--- config.mk ---
export PLATFORM = sky130hd
export DESIGN_NAME = cuff_pressure_measure_sequencer_flat
export DESIGN_NICKNAME = d
export VERILOG_FILES = /design/src/hdl/cps_pkg.sv /design/src/hdl/cps_if.sv /design/src/hdl/cps_ctrl.sv /design/src/hdl/cps_datapath.sv /design/src/hdl/cuff_pressure_measure_sequencer.sv /design/src/flat_wrapper.sv
export SDC_FILE = /design/constraint.sdc
export NUM_CORES = 2
export LEC_CHECK = 0
export ABC_CLOCK_PERIOD_IN_PS = 8500
export BUFFER_PORTS_ARGS = -buffer_cell sky130_fd_sc_hd__buf_2
export CAP_MARGIN = 20
export CORE_MARGIN = 1.5
export CORE_UTILIZATION = 50
export DETAILED_ROUTE_END_ITERATION = 8
export PLACE_DENSITY = 0.79
export SETUP_SLACK_MARGIN = 0.1
export SLEW_MARGIN = 20
export SYNTH_ARGS = -nofsm -noshare
export SYNTH_HDL_FRONTEND = slang
export SYNTH_SLANG_ARGS = --single-unit
export TNS_END_PERCENT = 1
--- constraint.sdc ---
create_clock -name clk -period 8.5 [get_ports clk]
set_input_delay 2.125 -clock clk [delete_from_list [all_inputs] [get_ports clk]]
set_output_delay 2.125 -clock clk [all_outputs]
set_load 0.03 [all_outputs]
--- src/hdl/cps_pkg.sv ---
// Shared types, constants and codes for the cuff pressure sequencer.
package cps_pkg;

	localparam int SAMPLE_BITS_DEF = 12;
	localparam int CLOSE_WAIT_DEF  = 80;
	localparam int PUMP_WAIT_DEF   = 300;

	localparam int DELAY_W   = 9;
	localparam int CFG_IDX_W = 3;
	localparam int CFG_W     = 32;
	localparam int PRESS_W   = 32;
	localparam int PHASE_W   = 3;
	// products and sums of the pressure polynomial, sized for 16-bit samples
	localparam int PROD_W    = 52;
	localparam int FRAC_BITS = 16;

	typedef enum logic [PHASE_W-1:0] {
		PH_IDLE      = 3'd0,
		PH_CLOSE     = 3'd1,
		PH_PUMP      = 3'd2,
		PH_INFLATE   = 3'd3,
		PH_SYSTOLIC  = 3'd4,
		PH_DIASTOLIC = 3'd5,
		PH_VENT      = 3'd6
	} phase_t;

	typedef enum logic [CFG_IDX_W-1:0] {
		CFG_OFFSET = 3'd0,
		CFG_LINEAR = 3'd1,
		CFG_SQUARE = 3'd2,
		CFG_LIMIT  = 3'd3,
		CFG_ABORT  = 3'd4
	} cfg_idx_t;

	typedef enum logic [2:0] {
		ST_IDLE,
		ST_MUL_A,
		ST_MUL_B,
		ST_SUM,
		ST_SAT,
		ST_COMMIT
	} ctrl_state_t;

	typedef struct packed {
		logic load;
		logic mul_a;
		logic mul_b;
		logic sum;
		logic sat;
		logic commit;
	} dp_cmd_t;

endpackage

--- src/hdl/cps_if.sv ---
// Valid/ready channel interfaces for sample words and result words.
interface cps_sample_if #(
	parameter int SAMPLE_BITS = cps_pkg::SAMPLE_BITS_DEF
);
	logic                   valid;
	logic                   ready;
	logic                   mode;
	logic [SAMPLE_BITS-1:0] adc_sample;
	logic                   tones_present;

	modport source (output valid, mode, adc_sample, tones_present, input ready);
	modport sink   (input valid, mode, adc_sample, tones_present, output ready);
endinterface

interface cps_result_if;
	logic                          valid;
	logic                          ready;
	logic                          valve_closed;
	logic                          compressor_on;
	logic signed [cps_pkg::PRESS_W-1:0] tube_pressure;
	logic signed [cps_pkg::PRESS_W-1:0] systolic;
	logic signed [cps_pkg::PRESS_W-1:0] diastolic;
	logic [cps_pkg::PHASE_W-1:0]   phase;

	modport source (output valid, valve_closed, compressor_on, tube_pressure, systolic,
		diastolic, phase, input ready);
	modport sink   (input valid, valve_closed, compressor_on, tube_pressure, systolic,
		diastolic, phase, output ready);
endinterface

--- src/hdl/cps_ctrl.sv ---
// Cycle sequencer: steps one word through multiply, sum, saturate and commit.
module cps_ctrl (
	input  logic             clk,
	input  logic             arst_n,
	input  logic             in_valid,
	output logic             in_ready,
	output logic             out_valid,
	input  logic             out_ready,
	output cps_pkg::dp_cmd_t cmd
);
	import cps_pkg::*;

	ctrl_state_t state_q, state_nxt;
	logic        out_valid_q;

	always_ff @(posedge clk or negedge arst_n) begin
		if (!arst_n) begin
			state_q     <= ST_IDLE;
			out_valid_q <= 1'b0;
		end else begin
			state_q <= state_nxt;
			if (cmd.commit)
				out_valid_q <= 1'b1;
			else if (out_ready)
				out_valid_q <= 1'b0;
		end
	end

	always_comb begin
		state_nxt = state_q;
		cmd       = '0;
		in_ready  = 1'b0;
		unique case (state_q)
			ST_IDLE: begin
				in_ready = 1'b1;
				if (in_valid) begin
					cmd.load  = 1'b1;
					state_nxt = ST_MUL_A;
				end
			end
			ST_MUL_A: begin
				cmd.mul_a = 1'b1;
				state_nxt = ST_MUL_B;
			end
			ST_MUL_B: begin
				cmd.mul_b = 1'b1;
				state_nxt = ST_SUM;
			end
			ST_SUM: begin
				cmd.sum   = 1'b1;
				state_nxt = ST_SAT;
			end
			ST_SAT: begin
				cmd.sat   = 1'b1;
				state_nxt = ST_COMMIT;
			end
			ST_COMMIT: begin
				// result slot must be free before the state moves on
				if (!out_valid_q || out_ready) begin
					cmd.commit = 1'b1;
					state_nxt  = ST_IDLE;
				end
			end
			default: state_nxt = ST_IDLE;
		endcase
	end

	assign out_valid = out_valid_q;

endmodule

--- src/hdl/cps_datapath.sv ---
// Pressure polynomial, configuration registers and measurement phase state.
module cps_datapath #(
	parameter int SAMPLE_BITS      = cps_pkg::SAMPLE_BITS_DEF,
	parameter int CLOSE_WAIT_TICKS = cps_pkg::CLOSE_WAIT_DEF,
	parameter int PUMP_WAIT_TICKS  = cps_pkg::PUMP_WAIT_DEF
) (
	input  logic                               clk,
	input  logic                               arst_n,
	input  cps_pkg::dp_cmd_t                   cmd,
	input  logic                               cfg_we,
	input  logic [cps_pkg::CFG_IDX_W-1:0]      cfg_index,
	input  logic [cps_pkg::CFG_W-1:0]          cfg_data,
	input  logic                               mode,
	input  logic [SAMPLE_BITS-1:0]             adc_sample,
	input  logic                               tones_present,
	output logic                               valve_closed,
	output logic                               compressor_on,
	output logic signed [cps_pkg::PRESS_W-1:0] tube_pressure,
	output logic signed [cps_pkg::PRESS_W-1:0] systolic,
	output logic signed [cps_pkg::PRESS_W-1:0] diastolic,
	output logic [cps_pkg::PHASE_W-1:0]        phase
);
	import cps_pkg::*;

	localparam logic [DELAY_W-1:0] CLOSE_WAIT = DELAY_W'(CLOSE_WAIT_TICKS);
	localparam logic [DELAY_W-1:0] PUMP_WAIT  = DELAY_W'(PUMP_WAIT_TICKS);

	// configuration
	logic signed [PRESS_W-1:0] offset_q, linear_q, square_q, limit_q, abort_q;

	always_ff @(posedge clk or negedge arst_n) begin
		if (!arst_n) begin
			offset_q <= '0;
			linear_q <= PRESS_W'(65536);
			square_q <= '0;
			limit_q  <= '0;
			abort_q  <= '0;
		end else if (cfg_we) begin
			case (cfg_idx_t'(cfg_index))
				CFG_OFFSET: offset_q <= cfg_data;
				CFG_LINEAR: linear_q <= cfg_data;
				CFG_SQUARE: square_q <= cfg_data;
				CFG_LIMIT:  limit_q  <= cfg_data;
				CFG_ABORT:  abort_q  <= cfg_data;
				default: ;
			endcase
		end
	end

	// captured word
	logic                   mode_q, tones_q;
	logic [SAMPLE_BITS-1:0] sample_q;

	always_ff @(posedge clk) begin
		if (cmd.load) begin
			mode_q   <= mode;
			sample_q <= adc_sample;
			tones_q  <= tones_present;
		end
	end

	// polynomial: offset + floor((lin*s + sq*qlo) / 2^16) + sq*qhi, q = s*s
	logic [31:0]              s32, sq_s1;
	logic signed [PROD_W-1:0] s_ext, lin_ext, sqr_ext, off_ext, qlo_ext, qhi_ext;
	logic signed [PROD_W-1:0] lin_s1, sqlo_s2, sqhi_s2, frac_s3, psum;
	logic signed [PRESS_W-1:0] pres_s4, pres_sat;

	assign s32     = 32'(sample_q);
	assign s_ext   = PROD_W'(sample_q);
	assign lin_ext = PROD_W'(linear_q);
	assign sqr_ext = PROD_W'(square_q);
	assign off_ext = PROD_W'(offset_q);
	assign qlo_ext = PROD_W'(sq_s1[15:0]);
	assign qhi_ext = PROD_W'(sq_s1[31:16]);
	assign psum    = off_ext + (frac_s3 >>> FRAC_BITS) + sqhi_s2;

	always_comb begin
		if (psum[PROD_W-1:PRESS_W-1] == '0 || psum[PROD_W-1:PRESS_W-1] == '1)
			pres_sat = psum[PRESS_W-1:0];
		else if (psum[PROD_W-1])
			pres_sat = {1'b1, {(PRESS_W-1){1'b0}}};
		else
			pres_sat = {1'b0, {(PRESS_W-1){1'b1}}};
	end

	always_ff @(posedge clk) begin
		if (cmd.mul_a) begin
			sq_s1  <= s32 * s32;
			lin_s1 <= lin_ext * s_ext;
		end
		if (cmd.mul_b) begin
			sqlo_s2 <= sqr_ext * qlo_ext;
			sqhi_s2 <= sqr_ext * qhi_ext;
		end
		if (cmd.sum)
			frac_s3 <= lin_s1 + sqlo_s2;
		if (cmd.sat)
			pres_s4 <= pres_sat;
	end

	// measurement state
	phase_t                    phase_q, phase_nxt, phase_cur;
	logic [DELAY_W-1:0]        delay_q, delay_nxt;
	logic signed [PRESS_W-1:0] press_q, press_nxt, sys_q, sys_nxt, dia_q, dia_nxt;
	logic                      valve_q, valve_nxt, pump_q, pump_nxt;
	logic                      run_step;

	assign run_step  = mode_q || (delay_q == '0);
	assign phase_cur = mode_q ? PH_CLOSE : phase_q;

	always_comb begin
		phase_nxt = phase_q;
		delay_nxt = delay_q;
		press_nxt = press_q;
		sys_nxt   = sys_q;
		dia_nxt   = dia_q;
		valve_nxt = valve_q;
		pump_nxt  = pump_q;
		if (run_step) begin
			press_nxt = pres_s4;
			phase_nxt = phase_cur;
			unique case (phase_cur)
				PH_IDLE: ;
				PH_CLOSE: begin
					valve_nxt = 1'b1;
					delay_nxt = CLOSE_WAIT;
					phase_nxt = PH_PUMP;
				end
				PH_PUMP: begin
					pump_nxt  = 1'b1;
					delay_nxt = PUMP_WAIT;
					phase_nxt = PH_INFLATE;
				end
				PH_INFLATE: begin
					if (pres_s4 > limit_q) begin
						pump_nxt  = 1'b0;
						phase_nxt = PH_SYSTOLIC;
					end else begin
						delay_nxt = PUMP_WAIT;
					end
				end
				PH_SYSTOLIC: begin
					if (tones_q) begin
						sys_nxt   = pres_s4;
						phase_nxt = PH_DIASTOLIC;
					end
					if (pres_s4 < abort_q)
						phase_nxt = PH_VENT;
				end
				PH_DIASTOLIC: begin
					if (!tones_q) begin
						dia_nxt   = pres_s4;
						phase_nxt = PH_VENT;
					end
					if (pres_s4 < abort_q)
						phase_nxt = PH_VENT;
				end
				PH_VENT: begin
					valve_nxt = 1'b0;
					phase_nxt = PH_IDLE;
				end
				default: phase_nxt = PH_IDLE;
			endcase
		end else begin
			delay_nxt = delay_q - 1'b1;
		end
	end

	always_ff @(posedge clk or negedge arst_n) begin
		if (!arst_n) begin
			phase_q <= PH_IDLE;
			delay_q <= '0;
			press_q <= '0;
			sys_q   <= '0;
			dia_q   <= '0;
			valve_q <= 1'b0;
			pump_q  <= 1'b0;
		end else if (cmd.commit) begin
			phase_q <= phase_nxt;
			delay_q <= delay_nxt;
			press_q <= press_nxt;
			sys_q   <= sys_nxt;
			dia_q   <= dia_nxt;
			valve_q <= valve_nxt;
			pump_q  <= pump_nxt;
		end
	end

	assign valve_closed  = valve_q;
	assign compressor_on = pump_q;
	assign tube_pressure = press_q;
	assign systolic      = sys_q;
	assign diastolic     = dia_q;
	assign phase         = phase_q;

endmodule

--- src/hdl/cuff_pressure_measure_sequencer.sv ---
// Top level of the blood-pressure cuff measurement sequencer.
// The result word is registered at the commit step and held until it is taken.
// One word at a time: the two multiply stages, the sum and the saturation stage
//   run in sequence before the phase state commits; then a new word is accepted.
// A commit waits while the previous result word is still held on the output.
// Reset (arst_n low): idle phase, valve open, compressor off, all values zero but the linear coefficient (65536).
module cuff_pressure_measure_sequencer #(
	parameter int SAMPLE_BITS      = cps_pkg::SAMPLE_BITS_DEF,
	parameter int CLOSE_WAIT_TICKS = cps_pkg::CLOSE_WAIT_DEF,
	parameter int PUMP_WAIT_TICKS  = cps_pkg::PUMP_WAIT_DEF
) (
	input  logic                          clk,
	input  logic                          arst_n,
	input  logic                          cfg_we,
	input  logic [cps_pkg::CFG_IDX_W-1:0] cfg_index,
	input  logic [cps_pkg::CFG_W-1:0]     cfg_data,
	cps_sample_if.sink                    sample_ch,
	cps_result_if.source                  result_ch
);
	import cps_pkg::*;

	dp_cmd_t cmd;

	cps_ctrl u_ctrl (
		.clk       (clk),
		.arst_n    (arst_n),
		.in_valid  (sample_ch.valid),
		.in_ready  (sample_ch.ready),
		.out_valid (result_ch.valid),
		.out_ready (result_ch.ready),
		.cmd       (cmd)
	);

	cps_datapath #(
		.SAMPLE_BITS      (SAMPLE_BITS),
		.CLOSE_WAIT_TICKS (CLOSE_WAIT_TICKS),
		.PUMP_WAIT_TICKS  (PUMP_WAIT_TICKS)
	) u_dp (
		.clk           (clk),
		.arst_n        (arst_n),
		.cmd           (cmd),
		.cfg_we        (cfg_we),
		.cfg_index     (cfg_index),
		.cfg_data      (cfg_data),
		.mode          (sample_ch.mode),
		.adc_sample    (sample_ch.adc_sample),
		.tones_present (sample_ch.tones_present),
		.valve_closed  (result_ch.valve_closed),
		.compressor_on (result_ch.compressor_on),
		.tube_pressure (result_ch.tube_pressure),
		.systolic      (result_ch.systolic),
		.diastolic     (result_ch.diastolic),
		.phase         (result_ch.phase)
	);

endmodule

--- src/flat_wrapper.sv ---
// flat-port wrapper written by rule: the top's interface ports become plain ports
module cuff_pressure_measure_sequencer_flat import cps_pkg::*;
#(
	parameter int SAMPLE_BITS      = cps_pkg::SAMPLE_BITS_DEF,
	parameter int CLOSE_WAIT_TICKS = cps_pkg::CLOSE_WAIT_DEF,
	parameter int PUMP_WAIT_TICKS  = cps_pkg::PUMP_WAIT_DEF
)
  (clk, arst_n, cfg_we, cfg_index, cfg_data, sample_ch_valid, sample_ch_mode, sample_ch_adc_sample, sample_ch_tones_present, sample_ch_ready, result_ch_valid, result_ch_valve_closed, result_ch_compressor_on, result_ch_tube_pressure, result_ch_systolic, result_ch_diastolic, result_ch_phase, result_ch_ready);
  cps_sample_if #(.SAMPLE_BITS(SAMPLE_BITS)) sample_ch_i ();
  cps_result_if result_ch_i ();
  input  logic clk;
  input  logic arst_n;
  input  logic cfg_we;
  input  logic [cps_pkg::CFG_IDX_W-1:0] cfg_index;
  input  logic [cps_pkg::CFG_W-1:0] cfg_data;
  input wire logic [$bits(sample_ch_i.valid)-1:0] sample_ch_valid;
  input wire logic [$bits(sample_ch_i.mode)-1:0] sample_ch_mode;
  input wire logic [$bits(sample_ch_i.adc_sample)-1:0] sample_ch_adc_sample;
  input wire logic [$bits(sample_ch_i.tones_present)-1:0] sample_ch_tones_present;
  output wire logic [$bits(sample_ch_i.ready)-1:0] sample_ch_ready;
  output wire logic [$bits(result_ch_i.valid)-1:0] result_ch_valid;
  output wire logic [$bits(result_ch_i.valve_closed)-1:0] result_ch_valve_closed;
  output wire logic [$bits(result_ch_i.compressor_on)-1:0] result_ch_compressor_on;
  output wire logic [$bits(result_ch_i.tube_pressure)-1:0] result_ch_tube_pressure;
  output wire logic [$bits(result_ch_i.systolic)-1:0] result_ch_systolic;
  output wire logic [$bits(result_ch_i.diastolic)-1:0] result_ch_diastolic;
  output wire logic [$bits(result_ch_i.phase)-1:0] result_ch_phase;
  input wire logic [$bits(result_ch_i.ready)-1:0] result_ch_ready;
  assign sample_ch_i.valid = sample_ch_valid;
  assign sample_ch_i.mode = sample_ch_mode;
  assign sample_ch_i.adc_sample = sample_ch_adc_sample;
  assign sample_ch_i.tones_present = sample_ch_tones_present;
  assign sample_ch_ready = sample_ch_i.ready;
  assign result_ch_valid = result_ch_i.valid;
  assign result_ch_valve_closed = result_ch_i.valve_closed;
  assign result_ch_compressor_on = result_ch_i.compressor_on;
  assign result_ch_tube_pressure = result_ch_i.tube_pressure;
  assign result_ch_systolic = result_ch_i.systolic;
  assign result_ch_diastolic = result_ch_i.diastolic;
  assign result_ch_phase = result_ch_i.phase;
  assign result_ch_i.ready = result_ch_ready;
  cuff_pressure_measure_sequencer #(.SAMPLE_BITS(SAMPLE_BITS), .CLOSE_WAIT_TICKS(CLOSE_WAIT_TICKS), .PUMP_WAIT_TICKS(PUMP_WAIT_TICKS)) u_core (.clk(clk), .arst_n(arst_n), .cfg_we(cfg_we), .cfg_index(cfg_index), .cfg_data(cfg_data), .sample_ch(sample_ch_i), .result_ch(result_ch_i));
endmodule
; Yosys cells after proc, flatten, opt, wreduce, memory -nomap -nowiden
; Index checks and enable logic that the tools add are counted.
[totals]
ff_bits = 560
inputBits = 54
out_inout_bits = 103
wordCells = 108
[op_classes]
n_addsub = 4
mul = 4
order_cmp = 2
n_eq_ne = 21
mux = 29
bitwise = 1
reduce_logical = 24
[ops]
columns = op, n
row1 = $mul 32x17->49, 2
row2 = $mux 32, 2
row3 = $add 37x52->52, 1
row4 = $add 52x52->52, 1
row5 = $mul 32x13->45, 1
row6 = $add 32x36->37, 1
row7 = $pmux 3 s6, 2
row8 = $gt 32x32->1, 1
row9 = $lt 32x32->1, 1
row10 = $pmux 9 s3, 1
row11 = $mul 12x12->24, 1
row12 = $mux 3, 8
row13 = $eq 21x21->1 const B, 1
row14 = $logic_not 21->1, 1
row15 = $eq 3x2->1 const B, 6
row16 = $eq 3x3->1 const B, 6
row17 = $mux 9, 2
row18 = $reduce_and 2->1, 7
row19 = $mux 1, 12
row20 = $reduce_and 4->1, 3
row21 = $eq 3x1->1 const B, 3
row22 = $logic_not 3->1, 3
row23 = $logic_not 9->1, 1
row24 = $sub 9x1->9 const B, 1
row25 = other kinds (9), 17

; Depth between registers and ports, before layout
[depth]
word_depth = 5
depth_mapped = 26
depth_no_buf = 25

; Modules after synthesis
; A second synthesis with hierarchy kept.
[hier_totals]
hier_cells = 6999
hier_area_um2 = 69253.9
[modules_own_cells]
columns = mod, instances, cells_per_inst, area_each_um2, seq_area_each_um2
row1 = cps_datapath, 1, 6973, 69009.9, 14204.9
row2 = cps_ctrl, 1, 26, 244.0, 100.1

; Worst setup path before layout
; Ideal clock, no wire load.
[synth_path]
path_kind = register to register
start = reg u_core.u_ctrl.state_q[0]
end = reg u_core.u_ctrl.state_q[1]
setup_time_ns = 0.107
arrival_ns = 8.408
t_required_ns = 8.393
setup_slack_ns = -0.015
stages_incl_launch_ff = 4
path_buffers = 1
cell_sequence = dfrtp_1 > clkbuf_1 > nor3b_1 > or2_2
[synth_between]
elab_chain_cells = 3
elab_cells_between_ends = 10
classes_between = eq/ne: 7 / mux: 1 / reduce/logical: 2
[synth_rtl]
columns = element, line
row1 = from (decl), cps_ctrl.sv:13  ; ctrl_state_t state_q, state_nxt;
row2 = from (signal assigned), cps_ctrl.sv:21  ; state_q <= state_nxt;
row3 = $eq 3x3->1 / $logic_not 3->1 (equally long branches), cps_ctrl.sv:33  ; unique case (state_q)
row4 = $ne 2x2->1 (no source line), n/a
row5 = $reduce_and 2->1 (no source line), n/a
; Parallel ways exist; a longest one is shown, timed or not.
; A chain may end at the register's enable or synchronous reset.

; Worst setup path in the final report
[layout_path]
start = reg u_core.u_dp.sq_s1[3]
end = reg u_core.u_dp.sqlo_s2[43] (data pin)
[layout_between]
elab_chain_cells = 1
[layout_rtl]
columns = element, line
row1 = from (decl), cps_datapath.sv:63  ; logic [31:0] s32, sq_s1;
row2 = from (signal assigned), cps_datapath.sv:88  ; sq_s1 <= s32 * s32;
row3 = $mul 32x17->49, cps_datapath.sv:92  ; sqlo_s2 <= sqr_ext * qlo_ext;
row4 = to (signal assigned), cps_datapath.sv:92
row5 = to (decl), cps_datapath.sv:65  ; logic signed [PROD_W-1:0] lin_s1, sqlo_s2, sqhi_s2, frac_s3, psum;
; No other way between the ends.

==> run_results.csv <==
group,metric,value,unit
outcome,status,"finished, final reports clean",
global_route,grt_use_total,25.2,%
synthesis,synthDistinctLibCells,101,
synthesis,synth.ff_latch_count,522,
timing,tightest_slew,1.16,ns
setup_path,arrival,8.12,ns
synthesis,synth_edf_count,248,
flow_run,drv_cap,0,
setup_path,end_kind,"flop",
timing,final.setup.tns,0,ns
clocking,clk_path_buf_depth,3,
hold_path,hold_class,"flop to flop",
routing,first_pass_iters,6,
timing,finClkSkew,0.0339,ns
die,ios,157,
setup_path,startpoint_type,"flop",
die,start_util,50.4,%
layout,fillCellCount,12000,
timing,max_freq,130,MHz
layout,area_growth,6.38,%
timing,setup_violations,0,
die,coreArea,140000,µm²
placement,port_buffers,156,
global_route,grt_pass1_vias,53900,
routing,routed_wl,175000,µm
timing,hold_slack,0.477,ns
synthesis,yosysWarnings,0,
routing,wl_per_cell,19.2,µm
clocking,cts_tree,"done",
setup_path,crit_type,"flop to flop",
clocking,cts_max_level,2,
layout,drive_above_1_share,8.24,%
timing,rsz0062_at_grt,"false",
global_route,grt_pass1_wl,285000,µm
layout,final_cell_mix,"1,464 x inv_1, 1,127 x fa_1, 838 x nand2_1",
placement,place_congestion,0.941,
synthesis,async_flop_share,52.5,%
clocking,cts.sinks,522,
setup_path,crit_fanout,17,
synthesis,synth-seq-area-share,20.3,%
die,die_y,378,µm
die,die_w,378,µm
layout,layout_commonest_cell,"inv_1",
clocking,post_cts_resize_count,0,
clocking,holdBufCountCts,0,
synthesis,synth.cell_area,70400,µm²
routing,drcViolationCount,0,
die,rows,137,
setup_path,crit_slowest_cell,"edfxtp_1",
die,dieArea,143000,µm²
setup_path,required,8.91,ns
timing,finalCritPeriodShare,90.6,%
global_route,grt.overflow.total,0,
timing,maxSlewViolCount,0,
synthesis,syn_avg_cell_area,9.76,µm²
routing,vias,50400,
timing,fin_crit,7.70,ns
timing,slew_headroom,22.4,%
synthesis,synth_flop_cell,"dfrtp_1",
layout,nets,8967,
global_route,grt_max_degree,80,
clocking,post-cts-setup-buffers,0,
placement,dp_hpwl,141000,µm
synthesis,netlist_instances,7215,
setup_path,crit_top_cell,"fa_1",
clocking,clk_pin_slew_worst_paths,0.07,ns
routing,antenna_left,0,
clocking,clock_latency,0.67,ns
setup_path,critPathMaxStageDelay,0.88,ns
clocking,numCtsBuffers,56,
global_route,antenna_found_initial,17,
layout,fin_cells,9124,
routing,drtIter0Drc,3668,
timing,hold_viol_final,0,
routing,viasPerCell,5.52,
placement,dpl.cell_count,9012,
setup_path,worstPathCellList,"buf_4, nand2_1, fa_1, fa_1, fa_1, inv_1, fa_1, fa_1, inv_1, fa_1, inv_1, ha_1, inv_1, nor2_1, a221oi_1, nor3b_1, o31a_1, nor3_1, nor2_1, o21ai_1, a211oi_1, o21ai_0, xor2_1",
layout,fin_util,53.7,%
clocking,cts-root-buf,"clkbuf_16",
## path summary, 6_finish.rpt
check	from	end	slack, ns	depth (start not counted)
setup / recovery	u_core.u_dp.sq_s1[3]	u_core.u_dp.sqlo_s2[43]	0.80	23
hold / removal	u_core.u_dp.diastolic[5]	u_core.u_dp.diastolic[5]	0.48	1
setup reg to reg	u_core.u_dp.sq_s1[3]	u_core.u_dp.sqlo_s2[43]	0.80	23
hold reg to reg	u_core.u_dp.diastolic[5]	u_core.u_dp.diastolic[5]	0.48	1
max in group asynchronous	arst_n	u_core.u_dp.diastolic[3]	5.68	2
min in group asynchronous	arst_n	u_core.u_dp.diastolic[19]	1.43	1
## registers in the layout, indices dropped and copies added, names as in the netlist, 9 cells and up
register                   flops
u_core.u_dp.tube_pressure     32
u_core.u_dp.frac_s3           36
u_core.u_dp.sq_s1             23
u_core.u_dp.abort_q           32
u_core.u_dp.sqlo_s2           49
u_core.u_dp.linear_q          32
u_core.u_dp.limit_q           32
u_core.u_dp.diastolic         32
u_core.u_dp.square_q          32
u_core.u_dp.sqhi_s2           49
u_core.u_dp.sample_q          12
u_core.u_dp.offset_q          32
u_core.u_dp.pres_s4           32
u_core.u_dp.delay_q            9
u_core.u_dp.lin_s1            45
u_core.u_dp.systolic          32
## synthesized netlist by cell type, types with 55 or more instances
cell type,count,area [µm²]
mux2_2,206,2320
o21ai_0,162,811
nand2_1,838,3150
ha_1,590,7380
nor2_1,188,706
xor2_1,69,604
clkbuf_1,284,1070
and2_1,540,3380
fa_1,1127,22600
dfrtp_1,273,6830
a21oi_1,226,1130
inv_1,1464,5500
xnor2_1,134,1170
nor3_1,55,275
edfxtp_1,248,7450
a21o_1,141,1060
## critical path: cells and delay by family, from the launching register on
kind            cells  cell delay, ns
compound gates      5            1.53
flops               1            0.88
xor+xnor            1            0.17
simple gates        5            0.84
buf+inv             5            0.63
fa+ha+maj           7            3.41
## through the flow
| stage | instance area, µm² | setup WS, ns |
|---|---|---|
| after global placement | 73000 | 1.00 |
| after CTS | 74800 | 0.853 |
| after detailed placement | 73000 | 0.852 |
| after global routing | 74900 | 0.397 |
| after floorplan | 70400 | 2.07 |
| final | 74900 | 0.796 |
## cell type report
| cell class | instances | area [µm²] | area share, % |
|---|---|---|---|
| clock inverters | 33 | 259 | 0.346 |
| clock buffers | 72 | 1610 | 2.14 |
| diodes | 5 | 12.5 | 0.0167 |
| repair buffers | 231 | 1380 | 1.84 |
| flip-flops and latches | 522 | 14300 | 19.1 |
| multi-input cells | 4920 | 49500 | 66.1 |
| inverters | 1465 | 5500 | 7.34 |
| well taps | 1876 | 2350 | 3.13 |
## cells by family after synthesis
| family | after synthesis | synth area share [%] |
|---|---|---|
| and+or+nand+nor | 1927 | 13.5 |
| buffers and inverters | 1774 | 9.54 |
| adders and majority gates | 1717 | 42.5 |
| AOI/OAI and AO/OA | 843 | 7.91 |
| DFF | 522 | 20.3 |
| muxes | 227 | 3.63 |
| xor gates and xnor gates | 203 | 2.53 |
| other | 2 | 0.0107 |
## metal layers
| layer | share of wire, % | up-vias | global-route usage, % |
|---|---|---|---|
| met5 | 0.019 | - | 0 |
| met4 | 4.9 | 6 | 11.4 |
| met2 | 47 | 1953 | 41.9 |
| met3 | 7.9 | 423 | 4.34 |
| li1 | - | 22600 | - |
| met1 | 40 | 25400 | 32.3 |
Power is not shown: default switching activity piles up to over one toggle a cycle in this logic, so the estimate is an artifact.
